[config.mk]
export PLATFORM = sky130hd
export DESIGN_NAME = sinogram_bin_to_crystal_pair
export DESIGN_NICKNAME = d
export VERILOG_FILES = /design/src/rtl/sbcp_pkg.sv /design/src/rtl/sinogram_bin_to_crystal_pair.sv /design/src/rtl/sbcp_front.sv /design/src/rtl/sbcp_cell.sv
export SDC_FILE = /design/constraint.sdc
export NUM_CORES = 1
export LEC_CHECK = 0
export ABC_AREA = 1
export BUFFER_PORTS_ARGS = -buffer_cell sky130_fd_sc_hd__buf_2
export CORE_UTILIZATION = 57
export CTS_CLUSTER_SIZE = 12
export DETAILED_ROUTE_END_ITERATION = 6
export GPL_TIMING_DRIVEN = 1
export PLACE_DENSITY = 0.76
export SYNTH_ARGS = -nofsm -noshare
export SYNTH_HDL_FRONTEND = slang
export SYNTH_SLANG_ARGS = --single-unit
[constraint.sdc]
create_clock -name i_clk -period 5.9 [get_ports i_clk]
set_input_delay 0 -clock i_clk [delete_from_list [all_inputs] [get_ports i_clk]]
set_output_delay 0 -clock i_clk [all_outputs]
set_load 0.01 [all_outputs]
[src/rtl/sbcp_pkg.sv]
// Shared types and constants for the sinogram bin to crystal pair block.
// No dependencies; imported by every module of the block.
`default_nettype none

package sbcp_pkg;

    // Index width of crystal positions on the ring
    localparam int INDEX_BITS = 10;

    // Field widths of the request and the configuration registers
    localparam int ELEM_W   = 10;
    localparam int VIEW_W   = 10;
    localparam int SUB_W    = 4;
    localparam int NELEM_W  = 10;
    localparam int MASH_W   = 5;
    localparam int RING_W   = 10;
    localparam int HEAD_W   = 6;
    localparam int CFG_DATA_W = 10;
    localparam int CFG_IDX_W  = 2;

    // view*mash + sub, and the signed sums before the ring wrap
    localparam int BASE_W = VIEW_W + MASH_W;
    localparam int SUM_W  = BASE_W + 3;

    // Divisor head_crystals+1 and the partial remainder of the divider
    localparam int DIV_W = HEAD_W + 1;
    localparam int REM_W = HEAD_W + 1;

    // Configuration register indexes
    typedef enum logic [CFG_IDX_W-1:0] {
        CFG_N_ELEM        = 2'd0,
        CFG_MASH          = 2'd1,
        CFG_RING_CRYSTALS = 2'd2,
        CFG_HEAD_CRYSTALS = 2'd3
    } t_cfg_idx;

    typedef struct packed {
        logic [ELEM_W-1:0] elem;
        logic [VIEW_W-1:0] view;
        logic [SUB_W-1:0]  sub;
    } t_req;

    typedef struct packed {
        logic [INDEX_BITS-1:0] crystal_a;
        logic [INDEX_BITS-1:0] crystal_b;
        logic                  in_gap;
        logic [INDEX_BITS-1:0] gapless_a;
        logic [INDEX_BITS-1:0] gapless_b;
    } t_rsp;

    // Crystal pair after the ring wrap
    typedef struct packed {
        logic [INDEX_BITS-1:0] a;
        logic [INDEX_BITS-1:0] b;
    } t_pair;

    // One lane of the division chain: original index, dividend bits still
    // to shift in, partial remainder, quotient so far
    typedef struct packed {
        logic [INDEX_BITS-1:0] x;
        logic [INDEX_BITS-1:0] sh;
        logic [REM_W-1:0]      rem;
        logic [INDEX_BITS-1:0] q;
    } t_lane;

    typedef struct packed {
        t_lane a;
        t_lane b;
    } t_div;

endpackage

`default_nettype wire

[src/rtl/sinogram_bin_to_crystal_pair.sv]
// Sinogram bin to crystal pair: top level with configuration registers,
// front end, division chain of INDEX_BITS cells and the output register.
// Stages: 3 front stages, INDEX_BITS cells and 1 output stage.
// Throughput: one request per cycle; each stage holds only while the next stalls.
// Reset: synchronous active-low; clears all valid bits and loads the register
// defaults (n_elem 344, mash 1, ring_crystals 504, head_crystals 8).
`default_nettype none

module sinogram_bin_to_crystal_pair import sbcp_pkg::*; (
    input  wire logic                  i_clk,
    input  wire logic                  i_rst_n,
    input  wire logic                  i_cfg_we,
    input  wire logic [CFG_IDX_W-1:0]  i_cfg_idx,
    input  wire logic [CFG_DATA_W-1:0] i_cfg_data,
    input  wire logic                  i_valid,
    output logic                       o_ready,
    input  wire t_req                  i_req,
    output logic                       o_valid,
    input  wire logic                  i_ready,
    output t_rsp                       o_rsp
);

    logic [NELEM_W-1:0] r_n_elem;
    logic [MASH_W-1:0]  r_mash;
    logic [RING_W-1:0]  r_ring;
    logic [HEAD_W-1:0]  r_head;
    logic [DIV_W-1:0]   w_div;

    logic  w_front_valid, w_front_ready;
    t_pair w_pair;
    t_div  w_div_in;

    logic  w_cv [INDEX_BITS+1];
    logic  w_cr [INDEX_BITS+1];
    t_div  w_cd [INDEX_BITS+1];

    logic  r_out_valid;
    logic  w_out_ready;
    t_rsp  r_rsp, n_rsp;
    logic  w_gap_a, w_gap_b;

    // Configuration registers
    always_ff @(posedge i_clk) begin
        if (!i_rst_n) begin
            r_n_elem <= NELEM_W'(344);
            r_mash   <= MASH_W'(1);
            r_ring   <= RING_W'(504);
            r_head   <= HEAD_W'(8);
        end else if (i_cfg_we) begin
            unique case (t_cfg_idx'(i_cfg_idx))
                CFG_N_ELEM:        r_n_elem <= i_cfg_data[NELEM_W-1:0];
                CFG_MASH:          r_mash   <= i_cfg_data[MASH_W-1:0];
                CFG_RING_CRYSTALS: r_ring   <= i_cfg_data[RING_W-1:0];
                CFG_HEAD_CRYSTALS: r_head   <= i_cfg_data[HEAD_W-1:0];
                default: ;
            endcase
        end
    end

    assign w_div = {1'b0, r_head} + DIV_W'(1);

    sbcp_front u_front (
        .i_clk    (i_clk),
        .i_rst_n  (i_rst_n),
        .i_n_elem (r_n_elem),
        .i_mash   (r_mash),
        .i_ring   (r_ring),
        .i_valid  (i_valid),
        .o_ready  (o_ready),
        .i_req    (i_req),
        .o_valid  (w_front_valid),
        .i_ready  (w_front_ready),
        .o_pair   (w_pair)
    );

    // Seed both division lanes
    always_comb begin
        w_div_in.a.x   = w_pair.a;
        w_div_in.a.sh  = w_pair.a;
        w_div_in.a.rem = '0;
        w_div_in.a.q   = '0;
        w_div_in.b.x   = w_pair.b;
        w_div_in.b.sh  = w_pair.b;
        w_div_in.b.rem = '0;
        w_div_in.b.q   = '0;
    end

    assign w_cv[0]       = w_front_valid;
    assign w_cd[0]       = w_div_in;
    assign w_front_ready = w_cr[0];

    // Division chain, one quotient bit per cell
    for (genvar k = 0; k < INDEX_BITS; k++) begin : g_cell
        sbcp_cell u_cell (
            .i_clk   (i_clk),
            .i_rst_n (i_rst_n),
            .i_div   (w_div),
            .i_valid (w_cv[k]),
            .o_ready (w_cr[k]),
            .i_data  (w_cd[k]),
            .o_valid (w_cv[k+1]),
            .i_ready (w_cr[k+1]),
            .o_data  (w_cd[k+1])
        );
    end

    // Gap test and gap removal from quotient and remainder
    always_comb begin
        w_gap_a = (DIV_W'(w_cd[INDEX_BITS].a.rem) == w_div - DIV_W'(1));
        w_gap_b = (DIV_W'(w_cd[INDEX_BITS].b.rem) == w_div - DIV_W'(1));
        n_rsp.crystal_a = w_cd[INDEX_BITS].a.x;
        n_rsp.crystal_b = w_cd[INDEX_BITS].b.x;
        n_rsp.in_gap    = w_gap_a || w_gap_b;
        if (w_gap_a || w_gap_b) begin
            n_rsp.gapless_a = '0;
            n_rsp.gapless_b = '0;
        end else begin
            n_rsp.gapless_a = w_cd[INDEX_BITS].a.x - w_cd[INDEX_BITS].a.q;
            n_rsp.gapless_b = w_cd[INDEX_BITS].b.x - w_cd[INDEX_BITS].b.q;
        end
    end

    // Output register
    assign w_out_ready      = !r_out_valid || i_ready;
    assign w_cr[INDEX_BITS] = w_out_ready;

    always_ff @(posedge i_clk) begin
        if (!i_rst_n) begin
            r_out_valid <= 1'b0;
        end else if (w_out_ready) begin
            r_out_valid <= w_cv[INDEX_BITS];
        end
    end

    always_ff @(posedge i_clk) begin
        if (w_out_ready) begin
            r_rsp <= n_rsp;
        end
    end

    assign o_valid = r_out_valid;
    assign o_rsp   = r_rsp;

endmodule

`default_nettype wire

[src/rtl/sbcp_front.sv]
// Front end: base product, the two crystal sums and the ring wrap, three stages.
// Depends on sbcp_pkg.
`default_nettype none

module sbcp_front import sbcp_pkg::*; (
    input  wire logic               i_clk,
    input  wire logic               i_rst_n,
    input  wire logic [NELEM_W-1:0] i_n_elem,
    input  wire logic [MASH_W-1:0]  i_mash,
    input  wire logic [RING_W-1:0]  i_ring,
    input  wire logic               i_valid,
    output logic                    o_ready,
    input  wire t_req               i_req,
    output logic                    o_valid,
    input  wire logic               i_ready,
    output t_pair                   o_pair
);

    logic                r_v1, r_v2, r_v3;
    logic                w_rdy1, w_rdy2, w_rdy3;
    logic [BASE_W-1:0]   r_base;
    logic [ELEM_W-1:0]   r_elem;
    logic [SUM_W-1:0]    r_raw_a, r_raw_b;
    logic [SUM_W-1:0]    n_raw_a, n_raw_b;
    logic [ELEM_W:0]     w_elem_up;
    logic [SUM_W-1:0]    w_ring;
    logic [INDEX_BITS-1:0] n_a, n_b;
    t_pair               r_pair;

    // Stage readiness, from the output side back
    assign w_rdy3  = !r_v3 || i_ready;
    assign w_rdy2  = !r_v2 || w_rdy3;
    assign w_rdy1  = !r_v1 || w_rdy2;
    assign o_ready = w_rdy1;
    assign o_valid = r_v3;
    assign o_pair  = r_pair;

    // Advance the valid bits
    always_ff @(posedge i_clk) begin
        if (!i_rst_n) begin
            r_v1 <= 1'b0;
            r_v2 <= 1'b0;
            r_v3 <= 1'b0;
        end else begin
            if (w_rdy1) r_v1 <= i_valid;
            if (w_rdy2) r_v2 <= r_v1;
            if (w_rdy3) r_v3 <= r_v2;
        end
    end

    // Stage 1: base = view*mash + sub
    always_ff @(posedge i_clk) begin
        if (w_rdy1) begin
            r_base <= BASE_W'(i_req.view * i_mash) + BASE_W'(i_req.sub);
            r_elem <= i_req.elem;
        end
    end

    // Stage 2: raw sums in two's complement
    always_comb begin
        w_elem_up = {1'b0, r_elem} + (ELEM_W+1)'(1);
        n_raw_a = SUM_W'(r_base) + SUM_W'(r_elem[ELEM_W-1:1])
                - SUM_W'(i_n_elem[NELEM_W-1:2]);
        n_raw_b = SUM_W'(r_base) + SUM_W'(i_ring[RING_W-1:1])
                - SUM_W'(w_elem_up[ELEM_W:1]) + SUM_W'(i_n_elem[NELEM_W-1:2]);
    end

    always_ff @(posedge i_clk) begin
        if (w_rdy2) begin
            r_raw_a <= n_raw_a;
            r_raw_b <= n_raw_b;
        end
    end

    // Stage 3: one wrap step into the ring, then keep the index bits
    function automatic logic [INDEX_BITS-1:0] wrap(input logic [SUM_W-1:0] x,
                                                   input logic [SUM_W-1:0] r);
        logic [SUM_W-1:0] y;
        if (x[SUM_W-1]) begin
            y = x + r;
        end else if (x >= r) begin
            y = x - r;
        end else begin
            y = x;
        end
        return y[INDEX_BITS-1:0];
    endfunction

    assign w_ring = SUM_W'(i_ring);

    always_comb begin
        n_a = wrap(r_raw_a, w_ring);
        n_b = wrap(r_raw_b, w_ring);
    end

    always_ff @(posedge i_clk) begin
        if (w_rdy3) begin
            r_pair.a <= n_a;
            r_pair.b <= n_b;
        end
    end

endmodule

`default_nettype wire

[src/rtl/sbcp_cell.sv]
// One cell of the division chain: one restoring quotient bit for each crystal.
// Depends on sbcp_pkg.
`default_nettype none

module sbcp_cell import sbcp_pkg::*; (
    input  wire logic             i_clk,
    input  wire logic             i_rst_n,
    input  wire logic [DIV_W-1:0] i_div,
    input  wire logic             i_valid,
    output logic                  o_ready,
    input  wire t_div             i_data,
    output logic                  o_valid,
    input  wire logic             i_ready,
    output t_div                  o_data
);

    logic r_valid;
    t_div r_data;
    t_div n_data;

    // Shift in the next dividend bit, subtract the divisor when it fits
    function automatic t_lane step(input t_lane l, input logic [DIV_W-1:0] d);
        t_lane            o;
        logic [REM_W-1:0] rs;
        logic             qb;
        rs = {l.rem[REM_W-2:0], l.sh[INDEX_BITS-1]};
        qb = (rs >= REM_W'(d));
        o.x   = l.x;
        o.sh  = {l.sh[INDEX_BITS-2:0], 1'b0};
        o.rem = qb ? (rs - REM_W'(d)) : rs;
        o.q   = {l.q[INDEX_BITS-2:0], qb};
        return o;
    endfunction

    always_comb begin
        n_data.a = step(i_data.a, i_div);
        n_data.b = step(i_data.b, i_div);
    end

    assign o_ready = !r_valid || i_ready;
    assign o_valid = r_valid;
    assign o_data  = r_data;

    // Hold while the neighbor stalls, else advance
    always_ff @(posedge i_clk) begin
        if (!i_rst_n) begin
            r_valid <= 1'b0;
        end else if (o_ready) begin
            r_valid <= i_valid;
        end
    end

    always_ff @(posedge i_clk) begin
        if (o_ready) begin
            r_data <= n_data;
        end
    end

endmodule

`default_nettype wire

Word-level counts from Yosys, hierarchy flattened:

Cells that the tools add are included.

* bits in registers: 689
* output and inout bits: 43

* add/subtract/negate cells: 35
* muxes and demuxes: 24
* $lt $le $gt $ge: 22
* reduce and logical (&&, ||, !) cells: 34
* $mul: 1
* equal/unequal tests: 5

Operator list (count)
* $ge 7x7->1: 18
* $mux 6: 16
* $sub 6x6->6: 16
* $mux 10: 4
* $sub 10x10->10: 4
* $ge 18x10->1: 2
* $add 15x9->16: 2
* $add 10x10->10: 2
* $add 18x8->18: 1
* $sub 18x10->18: 1
* $sub 18x8->18: 1
* $add 15x4->15: 1
* $logic_or 1x1->1: 15
* $mul 10x5->15: 1
* $eq 7x7->1: 2
* $ge 1x7->1: 2
* $logic_not 1->1: 14
* $mux 7: 2
* $sub 7x7->7: 2
* $sub 1x6->6: 2
* $add 10x1->11 const B: 1
* $reduce_and 2->1: 4
* $add 6x1->7 const B: 1
* $sub 7x1->7 const B: 1
* 4 further kinds: 6

Depth between registers and ports, before layout:

* word-level depth: 15
* mapped depth: 18
* mapped depth without buffers: 18

Cells and area by module:

From an unflattened synthesis, not the netlist that was laid out.

* cell total of the unflattened synthesis: 4247
* area, all modules: 46226.8 sq um

By module, submodules not included
* sbcp_cell: instances 10, cells an instance 261, area an instance 3301.9 sq um
* sbcp_front: instances 1, cells an instance 1171, area an instance 9228.9 sq um
* sinogram_bin_to_crystal_pair: instances 1, cells an instance 466, area an instance 3978.8 sq um

Worst setup path after synthesis:

OpenSTA, ideal clock, no wires.

* kind: register to register
* start: reg r_out_valid, in the netlist o_valid
* end: reg u_front.r_raw_a[0], enable pin
* path buffers: 0
* period minus slack after synthesis: 6.562 ns
* arrival: 5.959 ns
* setup time: 0.604 ns
* cell stages (with the launch flop): 8
* slack: -0.662 ns
* cells stage by stage: dfxtp_1 -> nand3_2 -> nor2_1 -> nand4_1 -> nor2_1 -> nand4_1 -> nor2_2 -> nand3_1

* word-level cells in the longest chain between the ends: 14

Ends and longest elaborated chain
* start, declared: line sinogram_bin_to_crystal_pair.sv:37 `logic r_out_valid;`
* start signal, assigned: line sinogram_bin_to_crystal_pair.sv:131 `r_out_valid <= w_cv[INDEX_BITS];`
* $logic_not 1->1: line sinogram_bin_to_crystal_pair.sv:124 `assign w_out_ready = !r_out_valid || i_ready;`
* $logic_or 1x1->1: line sinogram_bin_to_crystal_pair.sv:124
* $logic_or 1x1->1: line sbcp_cell.sv:40 `assign o_ready = !r_valid || i_ready;`
* net g_cell[8].u_cell.i_ready: line sbcp_cell.sv:13 `input wire logic i_ready,`
* $logic_or 1x1->1 (4 in series): line sbcp_cell.sv:40
* net g_cell[4].u_cell.i_ready: line sbcp_cell.sv:13
* $logic_or 1x1->1 (4 in series): line sbcp_cell.sv:40
* net g_cell[0].u_cell.i_ready: line sbcp_cell.sv:13
* $logic_or 1x1->1: line sbcp_cell.sv:40
* $logic_or 1x1->1: line sbcp_front.sv:31 `assign w_rdy3 = !r_v3 || i_ready;`
* $logic_or 1x1->1: line sbcp_front.sv:32 `assign w_rdy2 = !r_v2 || w_rdy3;`
* net u_front.w_rdy2: line sbcp_front.sv:20 `logic w_rdy1, w_rdy2, w_rdy3;`
* end signal, assigned: line sbcp_front.sv:70 `r_raw_a <= n_raw_a;`
* end, declared: line sbcp_front.sv:23 `logic [SUM_W-1:0] r_raw_a, r_raw_b;`

The timed path passes the listed nets, and every way through them passes these cells.
A chain may end at the register's enable or synchronous reset.

Final worst setup path:

* start: reg r_ring[1]
* end: reg u_front.r_raw_b[16] (data pin)

* word-level cells in the longest chain between the ends: 3

Ends and longest elaborated chain
* start, declared: line sinogram_bin_to_crystal_pair.sv:25 `logic [RING_W-1:0] r_ring;`
* start signal, assigned: line sinogram_bin_to_crystal_pair.sv:53 `CFG_RING_CRYSTALS: r_ring <= i_cfg_data[RING_W-1:0];`
* $add 15x9->16: line sbcp_front.sv:64 `n_raw_b = SUM_W'(r_base) + SUM_W'(i_ring[RING_W-1:1])`
* $sub 18x10->18: line sbcp_front.sv:65 `- SUM_W'(w_elem_up[ELEM_W:1]) + SUM_W'(i_n_elem[NELEM_W-1:2]);`
* $add 18x8->18: line sbcp_front.sv:65
* net u_front.n_raw_b[16]: line sbcp_front.sv:24 `logic [SUM_W-1:0] n_raw_a, n_raw_b;`
* end signal, assigned: line sbcp_front.sv:71 `r_raw_b <= n_raw_b;`
* end, declared: line sbcp_front.sv:23

The timed path passes the listed nets, and every way through them passes these cells.

==> impl_summary.md <==
Setup path
The worst setup path is launched from a flip-flop. At the worst endpoint, the arrival time is 4.44 ns. The largest fanout on the critical path is 7.

The critical path data required time is about 6.3 ns. The endpoint class of the critical path is a flip-flop. The critical path in this run is classified as reg -> reg.

Synth
Counting flops and latches in the post-synthesis netlist gives 597. Of the post-synthesis cell area, the dominant cell type holds 0.519. Yosys mapped a number of flops with a built-in enable equal to roughly 550. The number of nets produced by synthesis is 3346. In the post-synthesis netlist, the biggest area contributors are edfxtp_1, ha_1, nand2_1.

The cell with the most instances after synthesis is edfxtp_1. The number of distinct standard cells referenced by the synthesized netlist is between 50 and 60. The netlist area before placement is about 32000 µm².

The biggest area contributor in the post-synthesis netlist is edfxtp_1. A synthesized cell averages 10.8 µm². For this run, the register share of the synthesized area comes to 0.546.

In the synthesized netlist, the cells that appear most often are edfxtp_1, nand2_1, inv_1. The number of instances in the synthesized netlist is roughly 3000. The prevailing post-synth register cell is edfxtp_1. The count of synthesis-stage warnings from yosys is 0. The post-synthesis async set-or-reset flop share is 0.

Floorplanning
The core region area is between 50000 and 60000 µm². From left edge to right edge, the die measures 239 µm. The vertical die dimension is 239 µm. The initial utilization of the core area, before any placement, comes to 0.580. The number of cell rows is 86. The die outline area is approximately 57000 µm². 84 I/O pins were placed.

Global route
The global routing met2 resource utilization is 0.441. For met1 alone, demand over resource in global routing was 0.280. After global routing the overflow that remains totals 0. The wire length of the first global-routing pass is 109000 µm. Entering global routing, the biggest net connects 57 pins.

The via count of the first global-routing pass is 21855. The most crowded layer after global routing is met2. Across every metal layer, demand over resource in global routing totals 0.240. In the global route stage, met3 resource usage came out at 0.0323. The initial antenna violation count is 2.

CTS
TritonCTS created 61 clock buffers. The root buffer selected by CTS is clkbuf_16. After clock tree synthesis, the clock-pin slew on the worst setup and hold paths is 0.06 ns. The insertion delay of the later-clocked pin in the worst-skew pair is roughly 0.64 ns.

The H-tree generated during clock tree synthesis spans 2 levels. The clock tree from TritonCTS is built. The number of sinks on the clock net is 597. The hold-fix buffer count after cts is 38. After clock tree synthesis, the repair step resized 0 gates. No sink is reached through more buffers than the 3 on the longest clock path. Buffers added to address setup during post-CTS repair amount to 0.

STA
The final number of max-transition violations is 0. Setup violations remaining at the end of the flow were counted as 0. Setup repair after global routing left no endpoint under its margin. The slew at the pin closest to its max-slew limit is roughly 1.3 ns. The worst-case hold slack is a little over 0.1 ns. The time the worst path needs with I/O delays and setup is 4.08 ns. Across the routed clock network, the largest skew measured is 0.0276 ns.

In this run the tightest slew margin relative to its limit is 0.134. In the finished design, the share of the clock period the worst path needs comes to 0.692. The fmax is ~240 MHz.

The number of failing hold endpoints at the final stage came to 0.

Routing
Summing over every cut layer, the via total after detailed routing is 21547. The final wirelength is around 68000 µm. The count of antenna-violating nets left after detailed routing is 0. Using the TritonRoute via totals, the vias-per-cell ratio works out to 5.49. The remaining design rule violation count is 0. The detail-routed net length per standard cell is 17.2 µm. The first-pass iteration count of the detailed router is 6. The detailed router finished its first iteration with 1339 violations.

Layout
Of the cells placed in the final design, the portion with a size suffix greater than 1 is 0.0772. Compared with the post-synthesis result, the final layout area differs by 11.1%. The net total in the final layout is 3498. At the end of the flow the core is filled with cells to 0.644.

The final instance area is 35600 µm². The diode insertion count for antenna repair is 0.

Hold path
The worst min-delay path category is in -> reg.

Power and ir drop
The power per cell area is about 570 nW/µm². Across the VDD grid, the largest voltage drop is 0.407 mV. After layout, the design draws a total of just over 20 mW. In this run the static leakage power is 16.0 nW.

Status
The run finished with clean final reports.

Flow run
The max-cap check violation count is 0.

Placement
The placed standard-cell area is 33300 µm². The detailed placer's ending HPWL is roughly 50000 µm. The congestion estimate from routability-driven global placement came to 0.936. Input and output buffers added on the ports amount to 83.
[worst max-delay path: stages, from the launching register on]
cell      delay (ns)
dfxtp_1         0.51
ha_1            0.21
inv_1           0.07
fa_1            0.43
nor4_1          0.35
nor2_1          0.13
o21ai_0         0.31
a21boi_1        0.23
xor2_1          0.22
inv_1           0.07
ha_1            0.34
a21oi_1         0.17
a21boi_0        0.20
nand3_1         0.20
a211oi_1        0.30
xnor2_1         0.09
[layout make-up]
class / instances / area, µm²
multi-input cells: 1920 / 12800
clock inverters: 19 / 273
fillers: 4215 / 19700
clock buffers: 87 / 1670
inverters: 414 / 1560
repair buffers: 137 / 916
well taps: 748 / 936
flip-flops and latches: 597 / 17500
[path summary, 6_finish.rpt]
check                              start                           to  slack [ns]  depth (start not counted)
max reg2reg                    r_ring[1]          u_front.r_raw_b[16]        1.82                         15
max                            r_ring[1]          u_front.r_raw_b[16]        1.82                         15
min                            i_req[21]            u_front.r_elem[7]        0.10                          2
min reg2reg  g_cell[2].u_cell.o_data[39]  g_cell[3].u_cell.o_data[40]        0.40                          0
[power breakdown]
part | total [mW] | internal [mW] | switching, mW
Combinational | 8.50 | 3.35 | 5.15
Clock | 3.72 | 2.17 | 1.55
Sequential | 8.19 | 7.31 | 0.873
[placed cells by master, fill, tap and decap left out, types with 16 or more instances in the layout]
master | netlist | final
edfxtp_1 | 554 | 554
nand2_1 | 511 | 509
inv_1 | 409 | 406
ha_1 | 263 | 263
a21oi_1 | 246 | 246
nor2_1 | 212 | 211
nand3_1 | 160 | 159
xor2_1 | 107 | 107
buf_2 | 24 | 83
o21ai_0 | 75 | 75
xnor2_1 | 71 | 71
fa_1 | 63 | 63
clkbuf_16 | 0 | 62
dfxtp_1 | 43 | 41
dlygate4sd3_1 | 0 | 38
nand4_1 | 31 | 31
nor2_2 | 23 | 24
a31oi_1 | 23 | 23
clkbuf_1 | 17 | 23
o21bai_1 | 19 | 19
o211ai_1 | 19 | 19
buf_4 | 1 | 16
[metrics by stage]
step,std cells,setup TNS (ns),setup slack [ns]
global route,3922,0,1.51
finish,3922,0,1.82
global placement,3778,0,2.06
floorplan,2979,-3.72,-0.149
CTS,3922,0,1.84
detailed placement,3778,0,1.91
[state kept, by name (all words and copies together), names as in the netlist]
name,cells
u_front.r_raw_a,18
r_n_elem,8
u_front.o_pair,20
r_mash,5
u_front.r_elem,10
g_cell.u_cell.o_valid,10
r_head,6
u_front.r_raw_b,18
o_rsp,41
g_cell.u_cell.o_data,432
u_front.r_v1,1
u_front.o_valid,1
u_front.r_v2,1
o_valid,1
u_front.r_base,15
r_ring,10
[kinds of logic after synthesis]
family                   count (synthesis)  synth area share
multiplexers                             2          0.000702
adder cells (fa/ha/maj)                326             0.142
AND/OR/NAND/NOR                        982             0.130
buffers and inverters                  462            0.0566
AO/OA/AOI/OAI                          432            0.0761
XOR/XNOR                               178            0.0486
flip-flops                             597             0.546
[per-layer routing]
| metal | vias up | part of all wire |
|---|---|---|
| met5 | - | 0 |
| met2 | 655 | 0.51 |
| met4 | 0 | 0.038 |
| li1 | 10472 | - |
| met1 | 10247 | 0.40 |
| met3 | 173 | 0.050 |
Note: power is estimated with default switching activity, not from simulation.
